==> config.mk <==
export PLATFORM = sky130hd
export DESIGN_NAME = monthly_dose_ring_log_top
export DESIGN_NICKNAME = d
export VERILOG_FILES = /design/src/design/mdrl_pkg.sv /design/src/design/mdrl_ram.sv /design/src/design/mdrl_scan.sv /design/src/design/monthly_dose_ring_log_top.sv
export SDC_FILE = /design/constraint.sdc
export NUM_CORES = 2
export LEC_CHECK = 0
export BUFFER_PORTS_ARGS = -buffer_cell sky130_fd_sc_hd__buf_2
export CAP_MARGIN = 20
export CORE_MARGIN = 2
export CORE_UTILIZATION = 60
export CTS_CLUSTER_DIAMETER = 100
export DETAILED_ROUTE_END_ITERATION = 8
export PLACE_DENSITY = 0.73
export SETUP_SLACK_MARGIN = 0.1
export SYNTH_ARGS = -nofsm -noshare
export SYNTH_HDL_FRONTEND = slang
export SYNTH_HIERARCHICAL = 1
export SYNTH_SLANG_ARGS = --single-unit
==> constraint.sdc <==
create_clock -name clk_i -period 7.6 [get_ports clk_i]
set_clock_uncertainty 0.1 [all_clocks]
set_input_delay 1.14 -clock clk_i [delete_from_list [all_inputs] [get_ports clk_i]]
set_output_delay 1.14 -clock clk_i [all_outputs]
set_load 0.05 [all_outputs]
==> src/design/mdrl_pkg.sv <==
// Shared types, constants and helpers for the monthly dose ring log.
// No dependencies; imported by the scan unit and the top level.
package mdrl_pkg;

  localparam int unsigned CELLS      = 16;
  localparam int unsigned IDX_W      = (CELLS > 1) ? $clog2(CELLS) : 1;
  localparam int unsigned KEY_W      = 32;
  localparam int unsigned TOT_W      = 32;
  localparam int unsigned SIDX_W     = 6;
  localparam int unsigned CELL_OUT_W = 4;

  localparam logic [KEY_W-1:0] EMPTY_KEY = '1;
  localparam logic [TOT_W-1:0] SAT_TOTAL = '1;

  typedef logic [IDX_W-1:0] cell_t;

  localparam cell_t LAST_CELL = IDX_W'(CELLS - 1);

  // Outcome of one walk over the stored keys
  typedef struct packed {
    logic  match;       // add: a cell holds the request key
    cell_t match_cell;  // add: first such cell
    logic  stop;        // walk reached its decision point
    logic  wipe;        // add: older key, clear the ring
    logic  fail;        // read: no data in the ring
    cell_t slot;        // add: cell to claim; read: oldest cell
  } scan_res_t;

  // Mask a cell index to the reported width
  function automatic logic [CELL_OUT_W-1:0] cell_to_out(cell_t c);
    logic [CELL_OUT_W+IDX_W-1:0] wide;
    wide = {{CELL_OUT_W{1'b0}}, c};
    return wide[CELL_OUT_W-1:0];
  endfunction

endpackage

==> src/design/mdrl_ram.sv <==
// Generic single-write, single-read synchronous RAM with registered read data.
// No dependencies.
module mdrl_ram #(
  parameter int unsigned WIDTH = 32,
  parameter int unsigned DEPTH = 16
) (
  input  logic                                  clk_i,
  input  logic                                  we_i,
  input  logic [((DEPTH > 1) ? $clog2(DEPTH) : 1)-1:0] waddr_i,
  input  logic [WIDTH-1:0]                      wdata_i,
  input  logic [((DEPTH > 1) ? $clog2(DEPTH) : 1)-1:0] raddr_i,
  output logic [WIDTH-1:0]                      rdata_o
);

  logic [WIDTH-1:0] mem_q [DEPTH];
  logic [WIDTH-1:0] rdata_q;

  // Write one entry, register one read
  always_ff @(posedge clk_i) begin
    if (we_i) begin
      mem_q[waddr_i] <= wdata_i;
    end
    rdata_q <= mem_q[raddr_i];
  end

  assign rdata_o = rdata_q;

endmodule

==> src/design/mdrl_scan.sv <==
// Walk unit: consumes one stored key per cycle in which step_i is set and works out the add or read decision.
// Depends on mdrl_pkg.
module mdrl_scan import mdrl_pkg::*; (
  input  logic             clk_i,
  input  logic             rst_ni,
  input  logic             start_i,
  input  logic             step_i,
  input  logic             read_mode_i,
  input  cell_t            cell_i,
  input  logic [KEY_W-1:0] key_i,
  input  logic [KEY_W-1:0] req_key_i,
  output scan_res_t        res_o
);

  scan_res_t        res_q, res_d;
  logic [KEY_W-1:0] prev_q, prev_d;

  // Update the decision with the key of the current cell
  always_comb begin
    res_d  = res_q;
    prev_d = prev_q;
    if (start_i) begin
      res_d = '0;
    end else if (step_i) begin
      // Remember the first cell holding the request key
      if (!read_mode_i && !res_q.match && (key_i == req_key_i)) begin
        res_d.match      = 1'b1;
        res_d.match_cell = cell_i;
      end
      // Follow rising keys until the newest cell is passed
      if (!res_q.stop) begin
        if (cell_i == '0) begin
          prev_d = key_i;
          if (read_mode_i) begin
            if ((key_i == EMPTY_KEY) || (key_i == '0)) begin
              res_d.stop = 1'b1;
              res_d.fail = 1'b1;
            end
          end else if (key_i == EMPTY_KEY) begin
            res_d.stop = 1'b1;
            res_d.slot = '0;
          end else if (key_i > req_key_i) begin
            res_d.stop = 1'b1;
            res_d.wipe = 1'b1;
          end
        end else if (key_i == EMPTY_KEY) begin
          res_d.stop = 1'b1;
          res_d.slot = read_mode_i ? cell_t'(0) : cell_i;
        end else if (!read_mode_i && (key_i > req_key_i)) begin
          res_d.stop = 1'b1;
          res_d.wipe = 1'b1;
        end else if (key_i > prev_q) begin
          prev_d = key_i;
        end else begin
          res_d.stop = 1'b1;
          res_d.slot = cell_i;
        end
      end
    end
  end

  // Hold the decision flags
  always_ff @(posedge clk_i or negedge rst_ni) begin
    if (!rst_ni) begin
      res_q <= '0;
    end else begin
      res_q <= res_d;
    end
  end

  // Hold the newest key seen so far
  always_ff @(posedge clk_i) begin
    prev_q <= prev_d;
  end

  assign res_o = res_q;

endmodule

==> src/design/monthly_dose_ring_log_top.sv <==
// An add or read request walks all CELLS keys over the single read port, one per cycle from
// the key RAM, then touches the chosen cell: S_TOT raises a matched total, S_FETCH reads the
// target cell, and an add with no match claims a cell in S_RESOLVE. No new request is taken
// until the result has gone to the output register; a zero dose or an out-of-range read skips
// the walk. A stalled result holds the block for as long as it is stalled.
// Reset: control and per-cell valid bits clear at once; every cell reads as empty at once.
module monthly_dose_ring_log_top import mdrl_pkg::*; (
  input  logic                  clk_i,
  input  logic                  rst_ni,
  input  logic                  in_valid_i,
  output logic                  in_stall_o,
  input  logic                  mode_i,
  input  logic [KEY_W-1:0]      month_key_i,
  input  logic [TOT_W-1:0]      dose_i,
  input  logic [SIDX_W-1:0]     sorted_index_i,
  output logic                  out_valid_o,
  input  logic                  out_stall_i,
  output logic                  ok_o,
  output logic [CELL_OUT_W-1:0] cell_used_o,
  output logic [KEY_W-1:0]      key_out_o,
  output logic [TOT_W-1:0]      total_out_o
);

  typedef enum logic [2:0] {
    S_IDLE, S_SCAN, S_LAST, S_RESOLVE, S_TOT, S_FETCH, S_OUT
  } state_e;

  state_e                  state_q, state_d;
  cell_t                   cnt_q, cnt_d;
  cell_t                   rd_addr_q, rd_addr_d;
  logic                    tag_vld_q, tag_vld_d;
  logic                    mode_q, mode_d;
  logic [KEY_W-1:0]        key_q, key_d;
  logic [TOT_W-1:0]        dose_q, dose_d;
  cell_t                   sidx_q, sidx_d;
  logic [CELLS-1:0]        cell_vld_q, cell_vld_d;
  logic                    res_ok_q, res_ok_d;
  cell_t                   res_cell_q, res_cell_d;
  logic [KEY_W-1:0]        res_key_q, res_key_d;
  logic [TOT_W-1:0]        res_tot_q, res_tot_d;
  logic                    out_valid_q, out_valid_d;
  logic                    out_ok_q, out_ok_d;
  logic [CELL_OUT_W-1:0]   out_cell_q, out_cell_d;
  logic [KEY_W-1:0]        out_key_q, out_key_d;
  logic [TOT_W-1:0]        out_tot_q, out_tot_d;

  logic                    in_acc;
  logic                    out_free;
  logic                    trivial;
  logic                    wr_key_en, wr_tot_en;
  cell_t                   wr_addr;
  logic [TOT_W-1:0]        wr_tot;
  logic [KEY_W-1:0]        key_rdata;
  logic [TOT_W-1:0]        tot_rdata_raw;
  logic [KEY_W-1:0]        key_rd;
  logic [TOT_W-1:0]        tot_rd;
  scan_res_t               scan_res;
  logic [IDX_W:0]          tgt_sum, tgt_wrap;
  cell_t                   target;
  cell_t                   claim;
  logic [TOT_W-1:0]        sum;
  logic [TOT_W-1:0]        new_tot;

  // Key and total stores, one cell per entry
  mdrl_ram #(.WIDTH(KEY_W), .DEPTH(CELLS)) u_key_ram (
    .clk_i   (clk_i),
    .we_i    (wr_key_en),
    .waddr_i (wr_addr),
    .wdata_i (key_q),
    .raddr_i (rd_addr_d),
    .rdata_o (key_rdata)
  );

  mdrl_ram #(.WIDTH(TOT_W), .DEPTH(CELLS)) u_tot_ram (
    .clk_i   (clk_i),
    .we_i    (wr_tot_en),
    .waddr_i (wr_addr),
    .wdata_i (wr_tot),
    .raddr_i (rd_addr_d),
    .rdata_o (tot_rdata_raw)
  );

  // Cells never written since reset or a wipe read as empty
  assign key_rd = cell_vld_q[rd_addr_q] ? key_rdata     : EMPTY_KEY;
  assign tot_rd = cell_vld_q[rd_addr_q] ? tot_rdata_raw : SAT_TOTAL;

  // Walk decision unit
  mdrl_scan u_scan (
    .clk_i       (clk_i),
    .rst_ni      (rst_ni),
    .start_i     (in_acc),
    .step_i      (tag_vld_q),
    .read_mode_i (mode_q),
    .cell_i      (rd_addr_q),
    .key_i       (key_rd),
    .req_key_i   (key_q),
    .res_o       (scan_res)
  );

  // Handshake
  assign in_stall_o = (state_q != S_IDLE);
  assign in_acc     = in_valid_i && !in_stall_o;
  assign out_free   = !out_valid_q || !out_stall_i;

  // Requests with nothing to look up
  assign trivial = mode_i ? ({1'b0, sorted_index_i} >= (SIDX_W + 1)'(CELLS))
                          : (dose_i == '0);

  // Chronological position to ring cell
  assign tgt_sum  = {1'b0, scan_res.slot} + {1'b0, sidx_q};
  assign tgt_wrap = (tgt_sum >= (IDX_W + 1)'(CELLS)) ? (tgt_sum - (IDX_W + 1)'(CELLS))
                                                      : tgt_sum;
  assign target   = tgt_wrap[IDX_W-1:0];

  // Cell claimed by an add that found no match
  assign claim = (scan_res.stop && !scan_res.wipe) ? scan_res.slot : cell_t'(0);

  // Saturating accumulate; an all-ones total stays put
  assign sum     = tot_rd + dose_q;
  assign new_tot = (tot_rd == SAT_TOTAL) ? SAT_TOTAL : ((sum > tot_rd) ? sum : SAT_TOTAL);

  // Sequence one request: walk, resolve, touch the cell, deliver
  always_comb begin
    state_d     = state_q;
    cnt_d       = cnt_q;
    rd_addr_d   = cnt_q;
    tag_vld_d   = 1'b0;
    mode_d      = mode_q;
    key_d       = key_q;
    dose_d      = dose_q;
    sidx_d      = sidx_q;
    cell_vld_d  = cell_vld_q;
    res_ok_d    = res_ok_q;
    res_cell_d  = res_cell_q;
    res_key_d   = res_key_q;
    res_tot_d   = res_tot_q;
    out_valid_d = out_valid_q;
    out_ok_d    = out_ok_q;
    out_cell_d  = out_cell_q;
    out_key_d   = out_key_q;
    out_tot_d   = out_tot_q;
    wr_key_en   = 1'b0;
    wr_tot_en   = 1'b0;
    wr_addr     = claim;
    wr_tot      = dose_q;

    // Drop a delivered result
    if (out_valid_q && !out_stall_i) begin
      out_valid_d = 1'b0;
    end

    case (state_q)
      S_IDLE: begin
        if (in_acc) begin
          mode_d     = mode_i;
          key_d      = month_key_i;
          dose_d     = dose_i;
          sidx_d     = sorted_index_i[IDX_W-1:0];
          cnt_d      = '0;
          res_ok_d   = 1'b0;
          res_cell_d = '0;
          res_key_d  = '0;
          res_tot_d  = '0;
          state_d    = trivial ? S_OUT : S_SCAN;
        end
      end

      S_SCAN: begin
        // Issue one key read a cycle
        rd_addr_d = cnt_q;
        tag_vld_d = 1'b1;
        if (cnt_q == LAST_CELL) begin
          state_d = S_LAST;
        end else begin
          cnt_d = cnt_q + cell_t'(1);
        end
      end

      S_LAST: begin
        state_d = S_RESOLVE;
      end

      S_RESOLVE: begin
        if (mode_q) begin
          if (scan_res.fail) begin
            state_d = S_OUT;
          end else begin
            rd_addr_d = target;
            state_d   = S_FETCH;
          end
        end else if (scan_res.match) begin
          rd_addr_d = scan_res.match_cell;
          state_d   = S_TOT;
        end else begin
          // Claim a cell, wiping the ring first for an older key
          wr_key_en = 1'b1;
          wr_tot_en = 1'b1;
          wr_addr   = claim;
          wr_tot    = dose_q;
          if (scan_res.wipe) begin
            cell_vld_d = '0;
          end
          cell_vld_d[claim] = 1'b1;
          res_ok_d   = 1'b1;
          res_cell_d = claim;
          res_key_d  = key_q;
          res_tot_d  = dose_q;
          state_d    = S_OUT;
        end
      end

      S_TOT: begin
        // Write back the raised total unless already saturated
        wr_addr    = rd_addr_q;
        wr_tot     = new_tot;
        wr_tot_en  = (tot_rd != SAT_TOTAL);
        res_ok_d   = 1'b1;
        res_cell_d = rd_addr_q;
        res_key_d  = key_q;
        res_tot_d  = new_tot;
        state_d    = S_OUT;
      end

      S_FETCH: begin
        if (key_rd != EMPTY_KEY) begin
          res_ok_d   = 1'b1;
          res_cell_d = rd_addr_q;
          res_key_d  = key_rd;
          res_tot_d  = tot_rd;
        end
        state_d = S_OUT;
      end

      S_OUT: begin
        // Hand the result to the output register once it is free
        if (out_free) begin
          out_valid_d = 1'b1;
          out_ok_d    = res_ok_q;
          out_cell_d  = cell_to_out(res_cell_q);
          out_key_d   = res_key_q;
          out_tot_d   = res_tot_q;
          state_d     = S_IDLE;
        end
      end

      default: begin
        state_d = S_IDLE;
      end
    endcase
  end

  // State, request and output registers
  always_ff @(posedge clk_i or negedge rst_ni) begin
    if (!rst_ni) begin
      state_q     <= S_IDLE;
      cnt_q       <= '0;
      rd_addr_q   <= '0;
      tag_vld_q   <= 1'b0;
      mode_q      <= 1'b0;
      key_q       <= '0;
      dose_q      <= '0;
      sidx_q      <= '0;
      cell_vld_q  <= '0;
      res_ok_q    <= 1'b0;
      res_cell_q  <= '0;
      res_key_q   <= '0;
      res_tot_q   <= '0;
      out_valid_q <= 1'b0;
      out_ok_q    <= 1'b0;
      out_cell_q  <= '0;
      out_key_q   <= '0;
      out_tot_q   <= '0;
    end else begin
      state_q     <= state_d;
      cnt_q       <= cnt_d;
      rd_addr_q   <= rd_addr_d;
      tag_vld_q   <= tag_vld_d;
      mode_q      <= mode_d;
      key_q       <= key_d;
      dose_q      <= dose_d;
      sidx_q      <= sidx_d;
      cell_vld_q  <= cell_vld_d;
      res_ok_q    <= res_ok_d;
      res_cell_q  <= res_cell_d;
      res_key_q   <= res_key_d;
      res_tot_q   <= res_tot_d;
      out_valid_q <= out_valid_d;
      out_ok_q    <= out_ok_d;
      out_cell_q  <= out_cell_d;
      out_key_q   <= out_key_d;
      out_tot_q   <= out_tot_d;
    end
  end

  assign out_valid_o = out_valid_q;
  assign ok_o        = out_ok_q;
  assign cell_used_o = out_cell_q;
  assign key_out_o   = out_key_q;
  assign total_out_o = out_tot_q;

endmodule

==> Word-level counts from Yosys, hierarchy flattened <==
Memories as Yosys holds them, arrays and structs flattened. A register that Yosys moved wholly into a read port is not among the register bits.
Index checks and enable logic that the tools add are counted.
{ "word_totals": {"reg_bits": 280, "ram_bits": 1024, "out_inout_bits": 71, "mem_count": 2} }
{ "op_classes": {"add_sub_neg": 4, "order_cmp": 8, "n_eq_ne": 28, "muxes": 92, "n_bitwise": 5, "n_reduce_logical": 41} }
{ "memory_table": {"columns": ["memory", "depth", "width", "rd", "rd_ports_with_merged_regs", "wr", "line_no", "rtl"], "rows": [
  ["u_key_ram.mem_q", 16, 32, 1, 1, 1, "mdrl_ram.sv:15", "logic [WIDTH-1:0] mem_q [DEPTH];"],
  ["u_tot_ram.mem_q", 16, 32, 1, 1, 1, "mdrl_ram.sv:15", null]
]} }
{ "ops": {"columns": ["cell", "count"], "rows": [
  ["2-to-1 mux 32 bit", 16],
  ["one-hot mux 32 bit (4 select lines)", 2],
  ["greater-than comparator 32 bit", 3],
  ["2-to-1 mux 4 bit", 19],
  ["equality test 32 bit, second input constant", 2],
  ["zero test 32 bit", 2],
  ["2-to-1 mux 16 bit", 4],
  ["inequality test 32 bit, second input constant", 2],
  ["adder 32 bit", 1],
  ["equality test 32 bit", 1],
  ["2-to-1 mux 1 bit", 31],
  ["2-to-1 mux 12 bit", 2],
  ["inequality test 2 bit, second input constant", 9],
  ["one-hot mux 3 bit (6 select lines)", 1],
  ["AND reduction 6 bit", 3],
  ["OR 16 bit", 1],
  ["one-hot mux 4 bit (4 select lines)", 1],
  ["2-to-1 mux 3 bit", 5],
  ["nonzero test 2 bit", 7],
  ["less-than comparator 4 x 5 -> 1 bit, second input constant", 2],
  ["AND reduction 5 bit", 2],
  ["equality test 3 bit, second input constant", 3],
  ["inequality test 3 bit, second input constant", 3],
  ["AND reduction 3 bit", 3],
  ["other kinds (29)", 53]
]} }

==> Longest topological paths before layout <==
{ "logic_depth": {"ltp_word": 11, "depth_mapped": 27} }

==> Hierarchy <==
Netlist, hierarchy kept.
{ "by_module_without_submodules": {"columns": ["module", "n_inst", "cells_per_inst", "area_each_um2", "seq_area_each_um2"], "rows": [
  ["mdrl_ram at u_key_ram", 1, 838, 19854.0, 16015.4],
  ["mdrl_ram at u_tot_ram", 1, 838, 19835.3, 16015.4],
  ["monthly_dose_ring_log_top", 1, 1407, 13758.2, 5905.7],
  ["mdrl_scan", 1, 346, 3400.8, 1261.2]
]} }

==> Worst setup path before layout <==
Ideal clock, no wire load.
{ "synth_path": {"kind": "reg2reg", "startpoint": "register rd_addr_q[1]", "endpoint": "memory u_tot_ram.mem_q[0][25], data pin", "t_arrival_ns": 5.798, "required_time_ns": 7.209, "setup_slack_ns": 1.410, "stages_incl_launch_ff": 27, "path_buffers": 4, "period_less_slack_ns": 6.190, "cell_sequence": "dfrtp_1 -> buf_2 -> mux4_2 -> mux2i_1 -> mux2_2 -> clkbuf_1 -> nor2_1 -> inv_1 -> ha_1 -> clkbuf_1 -> nand2_1 -> nor4_1 -> a21oi_1 -> a21o_1 -> o31ai_1 -> a31oi_1 -> xor2_1 -> inv_1 -> ha_1 -> nand4_1 -> nor4_1 -> nand3_1 -> o211ai_1 -> a31o_2 -> clkbuf_1 -> nor2_1 -> a21oi_1"} }
{ "synth_via": {"elab_chain_len": 8, "elab_cells_between_ends": 9, "classes_between": "add/sub: 1; order compare: 1; eq/ne: 1; mux: 6"} }
{ "synth_lines": {"columns": ["item", "line_no", "rtl"], "rows": [
  ["start: declaration", "monthly_dose_ring_log_top.sv:30", "cell_t rd_addr_q, rd_addr_d;"],
  ["start signal: assignment", "monthly_dose_ring_log_top.sv:276", "rd_addr_q <= rd_addr_d;"],
  ["binary-select mux 1 bit (select 4 bit) *", "monthly_dose_ring_log_top.sv:85", "assign tot_rd = cell_vld_q[rd_addr_q] ? tot_rdata_raw : SAT_TOTAL;"],
  ["2-to-1 mux 1 bit (not written as such) *", "monthly_dose_ring_log_top.sv:85", null],
  ["2-to-1 mux 32 bit *", "monthly_dose_ring_log_top.sv:85", null],
  ["adder 32 bit", "monthly_dose_ring_log_top.sv:119", "assign sum = tot_rd + dose_q;"],
  ["greater-than comparator 32 bit", "monthly_dose_ring_log_top.sv:120", "assign new_tot = (tot_rd == SAT_TOTAL) ? SAT_TOTAL : ((sum > tot_rd) ? sum : SAT_TOTAL);"],
  ["2-to-1 mux 32 bit", "monthly_dose_ring_log_top.sv:120", null],
  ["2-to-1 mux 32 bit *", "monthly_dose_ring_log_top.sv:120", null],
  ["2-to-1 mux 32 bit *", null, null],
  ["via wr_tot[25]", "monthly_dose_ring_log_top.sv:52", "logic [TOT_W-1:0] wr_tot;"],
  ["end: declaration", "mdrl_ram.sv:15", null]
]} }
The timed path passes the listed nets; every way through them passes the cells marked *. The select of a mux whose other input is x is not followed.

==> Worst setup path after layout <==
{ "layout_path": {"startpoint": "register rd_addr_q[1]", "endpoint": "memory u_tot_ram.mem_q[3][10], data pin"} }
The elaborated chain is that of the path after synthesis.

==> impl_metrics.tcl <==
set metrics [dict create \
    vias 33400 \
    ys_types 80 \
    synth_area_per_cell_um2 16.6 \
    max_freq_mhz 138 \
    final_layout_size_suffix_gt1_share_pct 25.4 \
    placementRows 112 \
    critPathKind "reg2reg" \
    n_fill_cell 6138 \
    yosysMostFrequentCell "edfxtp_1" \
    reg2regPathDepth 20 \
    start_util_pct 60.7 \
    core_um2 93600 \
    dieArea_um2 97200 \
    ys_top_cells_by_area "edfxtp_1, dfrtp_1, mux4_2" \
    synthCells 3429 \
    synthTopCellsByCount "edfxtp_1, mux4_2, dfrtp_1" \
    port_buffers 145 \
    setup_violations 0 \
    crit_chain "mux4_2 -> mux2i_1 -> mux2i_4 -> or2b_1 -> ha_1 -> fa_1 -> a211oi_1 -> o211ai_1 -> a21oi_1 -> buf_4 -> a2bb2oi_1 -> mux2_2 -> a311oi_1 -> ha_1 -> nand4_1 -> o211ai_1 -> a211oi_1 -> a31oi_2 -> buf_4 -> a21oi_2" \
    grt_pass1_vias 34000 \
    syn_area_um2 56800 \
    io_pins 146 \
    numCtsBuffers 136 \
    min_path_type "in2async" \
    grtUsageTotal_pct 33.2 \
    cts_setup_buffers 0 \
    grt_max_degree 151 \
    cts_tree "done" \
    diodes 0 \
    cts_sinks 1368 \
    critPathSlowestCell "a211oi_1" \
    p_per_area_nw_per_um2 474 \
    hold_viol 0 \
    cpPeakStageDelay_ns 0.58 \
    finalWorstSetupSlack_ns 0.352 \
    dpl.hpwl_um 95700 \
    antenna_found_initial 6 \
    fin_crit_ns 7.25 \
    clk_pin_slew_ns 0.07 \
    hold_buffers 0 \
    fin_crit_sh_pct 95.4 \
    tns_ns 0 \
    pre_cts_ws_ns 0.0623 \
    ys.flop_type "edfxtp_1" \
    syn-num-nets 3637 \
    r2r-start "rd_addr_q[1]" \
    async_reset_ff_share_pct 18.1 \
    worst_ep_required_time_ns 7.95 \
    ys_warn_count 6 \
    totalWireLength_um 159000 \
    synth-seq-cells 1368 \
    ff2ff_setup_slack_ns 0.35 \
    drtAntennaViolNets 0 \
    synth_edf_count 1056 \
    start_kind "flop" \
    cp-end-kind "flop" \
    die_y_um 312 \
    drc 0 \
    drtIter0Drc 3982 \
    arrival_ns 7.60 \
    final_max_slew_viol_count 0 \
    crit_fanout 16 \
    gp_congestion 0.943 \
    clk_path_buf_depth 3 \
    cap_viol_max_count 0 \
    viasPerCell 6.64 \
    fp.dieW_um 312 \
    status "finished clean" \
    dr.pass1.iters 7 \
    slew_headroom_pct 30.7 \
    ir_drop_mv 0.365 \
    grt-ovfl-total 0 \
    synth_top_cell_area_share_pct 55.8 \
    wire_per_inst_um 31.6 \
    p_leak_uw 0.0228 \
    nets 3870 \
    htree_levels 4 \
    area_growth_pct 13.0 \
    root_buffer "clkbuf_16" \
    insertion_delay_ns 0.77 \
    r2r_end "u_tot_ram/mem_q[3][10]" \
    grt_pass1_wl_um 232000 \
    ys_seq_area_share_pct 69.0 \
    worstMarginPinSlew_ns 1.03 \
    yosysTopAreaCell "edfxtp_1" \
    rsz0062_at_grt "false" \
]
kinds of logic (layout without fill, tap and decap cells):
logic type               after synthesis  in the layout  synth area share (%)
XOR/XNOR                              33             33                 0.508
AND/OR/NAND/NOR                      616            616                  5.24
buffers and inverters                290            631                  2.15
multiplexers                         415            415                  13.4
adder cells (fa/ha/maj)              133            133                  2.95
AO/OA/AOI/OAI                        574            574                  6.85
flip-flops                          1368           1368                  69.0
sequential cells by signal, indices dropped and copies added, names as in the netlist, 3 cells and up:
| register | flops |
|---|---|
| res_key_q | 32 |
| res_tot_q | 32 |
| u_key_ram/rdata_o | 32 |
| dose_q | 32 |
| key_q | 32 |
| cnt_q | 4 |
| total_out_o | 32 |
| u_scan/res_o | 12 |
| res_cell_q | 4 |
| state_q | 3 |
| u_scan/prev_q | 32 |
| cell_vld_q | 16 |
| u_key_ram/mem_q | 512 |
| sidx_q | 4 |
| u_tot_ram/rdata_o | 32 |
| cell_used_o | 4 |
| u_tot_ram/mem_q | 512 |
| rd_addr_q | 4 |
| key_out_o | 32 |
report_power, final:
group / internal [uW] / leakage (uW) / switching (uW)
clock network: 3750 / 0.00214 / 2780
logic: 4910 / 0.00742 / 7780
registers: 9980 / 0.0132 / 1220
total: 18600 / 0.0228 / 11800
cells in the final DEF (no fill, tap or decap), types with 11 or more instances in the layout:
master	n
clkbuf_16	140
xor2_1	19
o211ai_1	17
a211oi_1	23
mux2_2	146
nand4_1	59
a32oi_1	33
buf_4	101
o21a_1	11
buf_2	145
a21o_1	26
xnor2_1	14
inv_1	119
dfxtp_1	64
clkinv_1	12
edfxtp_1	1056
or2b_1	17
clkbuf_8	15
dfrtp_1	246
nor4_1	27
a22oi_1	133
nand2_1	232
nand3_1	29
clkinv_2	22
buf_12	17
nor2_4	27
mux4_2	260
nor2_1	102
ha_1	131
clkbuf_1	36
nand2b_1	36
nor2b_1	19
a221oi_1	11
o21ai_0	119
a21oi_1	100
through the flow:
stage / hold WS (ns) / area (um2) / total power (uW) / instances / utilization, %
6_report: 0.301 / 64300 / 30400 / 5024 / 68.6
5_1_grt: 0.356 / 64300 / 31800 / 5024 / 68.6
4_1_cts: 0.317 / 64200 / 30400 / 5022 / 68.6
3_5_place_dp: 0.372 / 59800 / 23700 / 4776 / 63.9
3_3_place_gp: 0.364 / 59800 / 23500 / 4775 / 63.9
2_1_floorplan: 0.342 / 56800 / 19200 / 3429 / -
worst max-delay path: cells and delay by family (launching register included):
family	cells	cell delay, ns
buffers and inverters	2	0.46
adder cells (fa/ha/maj)	3	1.04
flip-flops	1	0.50
multiplexers	4	1.44
AND/OR/NAND/NOR	2	0.46
AO/OA/AOI/OAI	9	2.92
worst max path at each step:
stage / start / endpoint
after global routing: rd_addr_q[1] / u_tot_ram/mem_q[5][2]
final: rd_addr_q[1] / u_tot_ram/mem_q[3][10]
after floorplan: rd_addr_q[1] / u_tot_ram/mem_q[0][25]
after CTS: rd_addr_q[1] / res_tot_q[5]
after global placement: rd_addr_q[1] / u_tot_ram/mem_q[12][8]
after detailed placement: rd_addr_q[1] / u_tot_ram/mem_q[13][3]
final cells by class:
class	instances	area (um2)	share of cell area (%)
inverter	119	447	0.695
clock buffer	191	3840	5.98
sequential	1368	39200	61.0
tap	1254	1570	2.44
timing repair buffer	266	1870	2.91
clock inverter	55	498	0.775
multi-input combinational	1771	16800	26.2
layer usage:
metal  up-vias  part of all wire (%)  GRT usage [%]
met1     17200                    36           41.6
met4         4                   5.6           16.4
li1      14100                     -              -
met5         -                 0.016              0
met3       392                   7.9           6.24
met2      1748                    50           55.8
what timing repair did:
action / 4_1_cts / 5_1_grt
endpoints found under the setup margin: 129 / 535
pin swaps: 0 / 0
gates resized for setup: 8 / 15
Power figures use the tool's default switching activity.
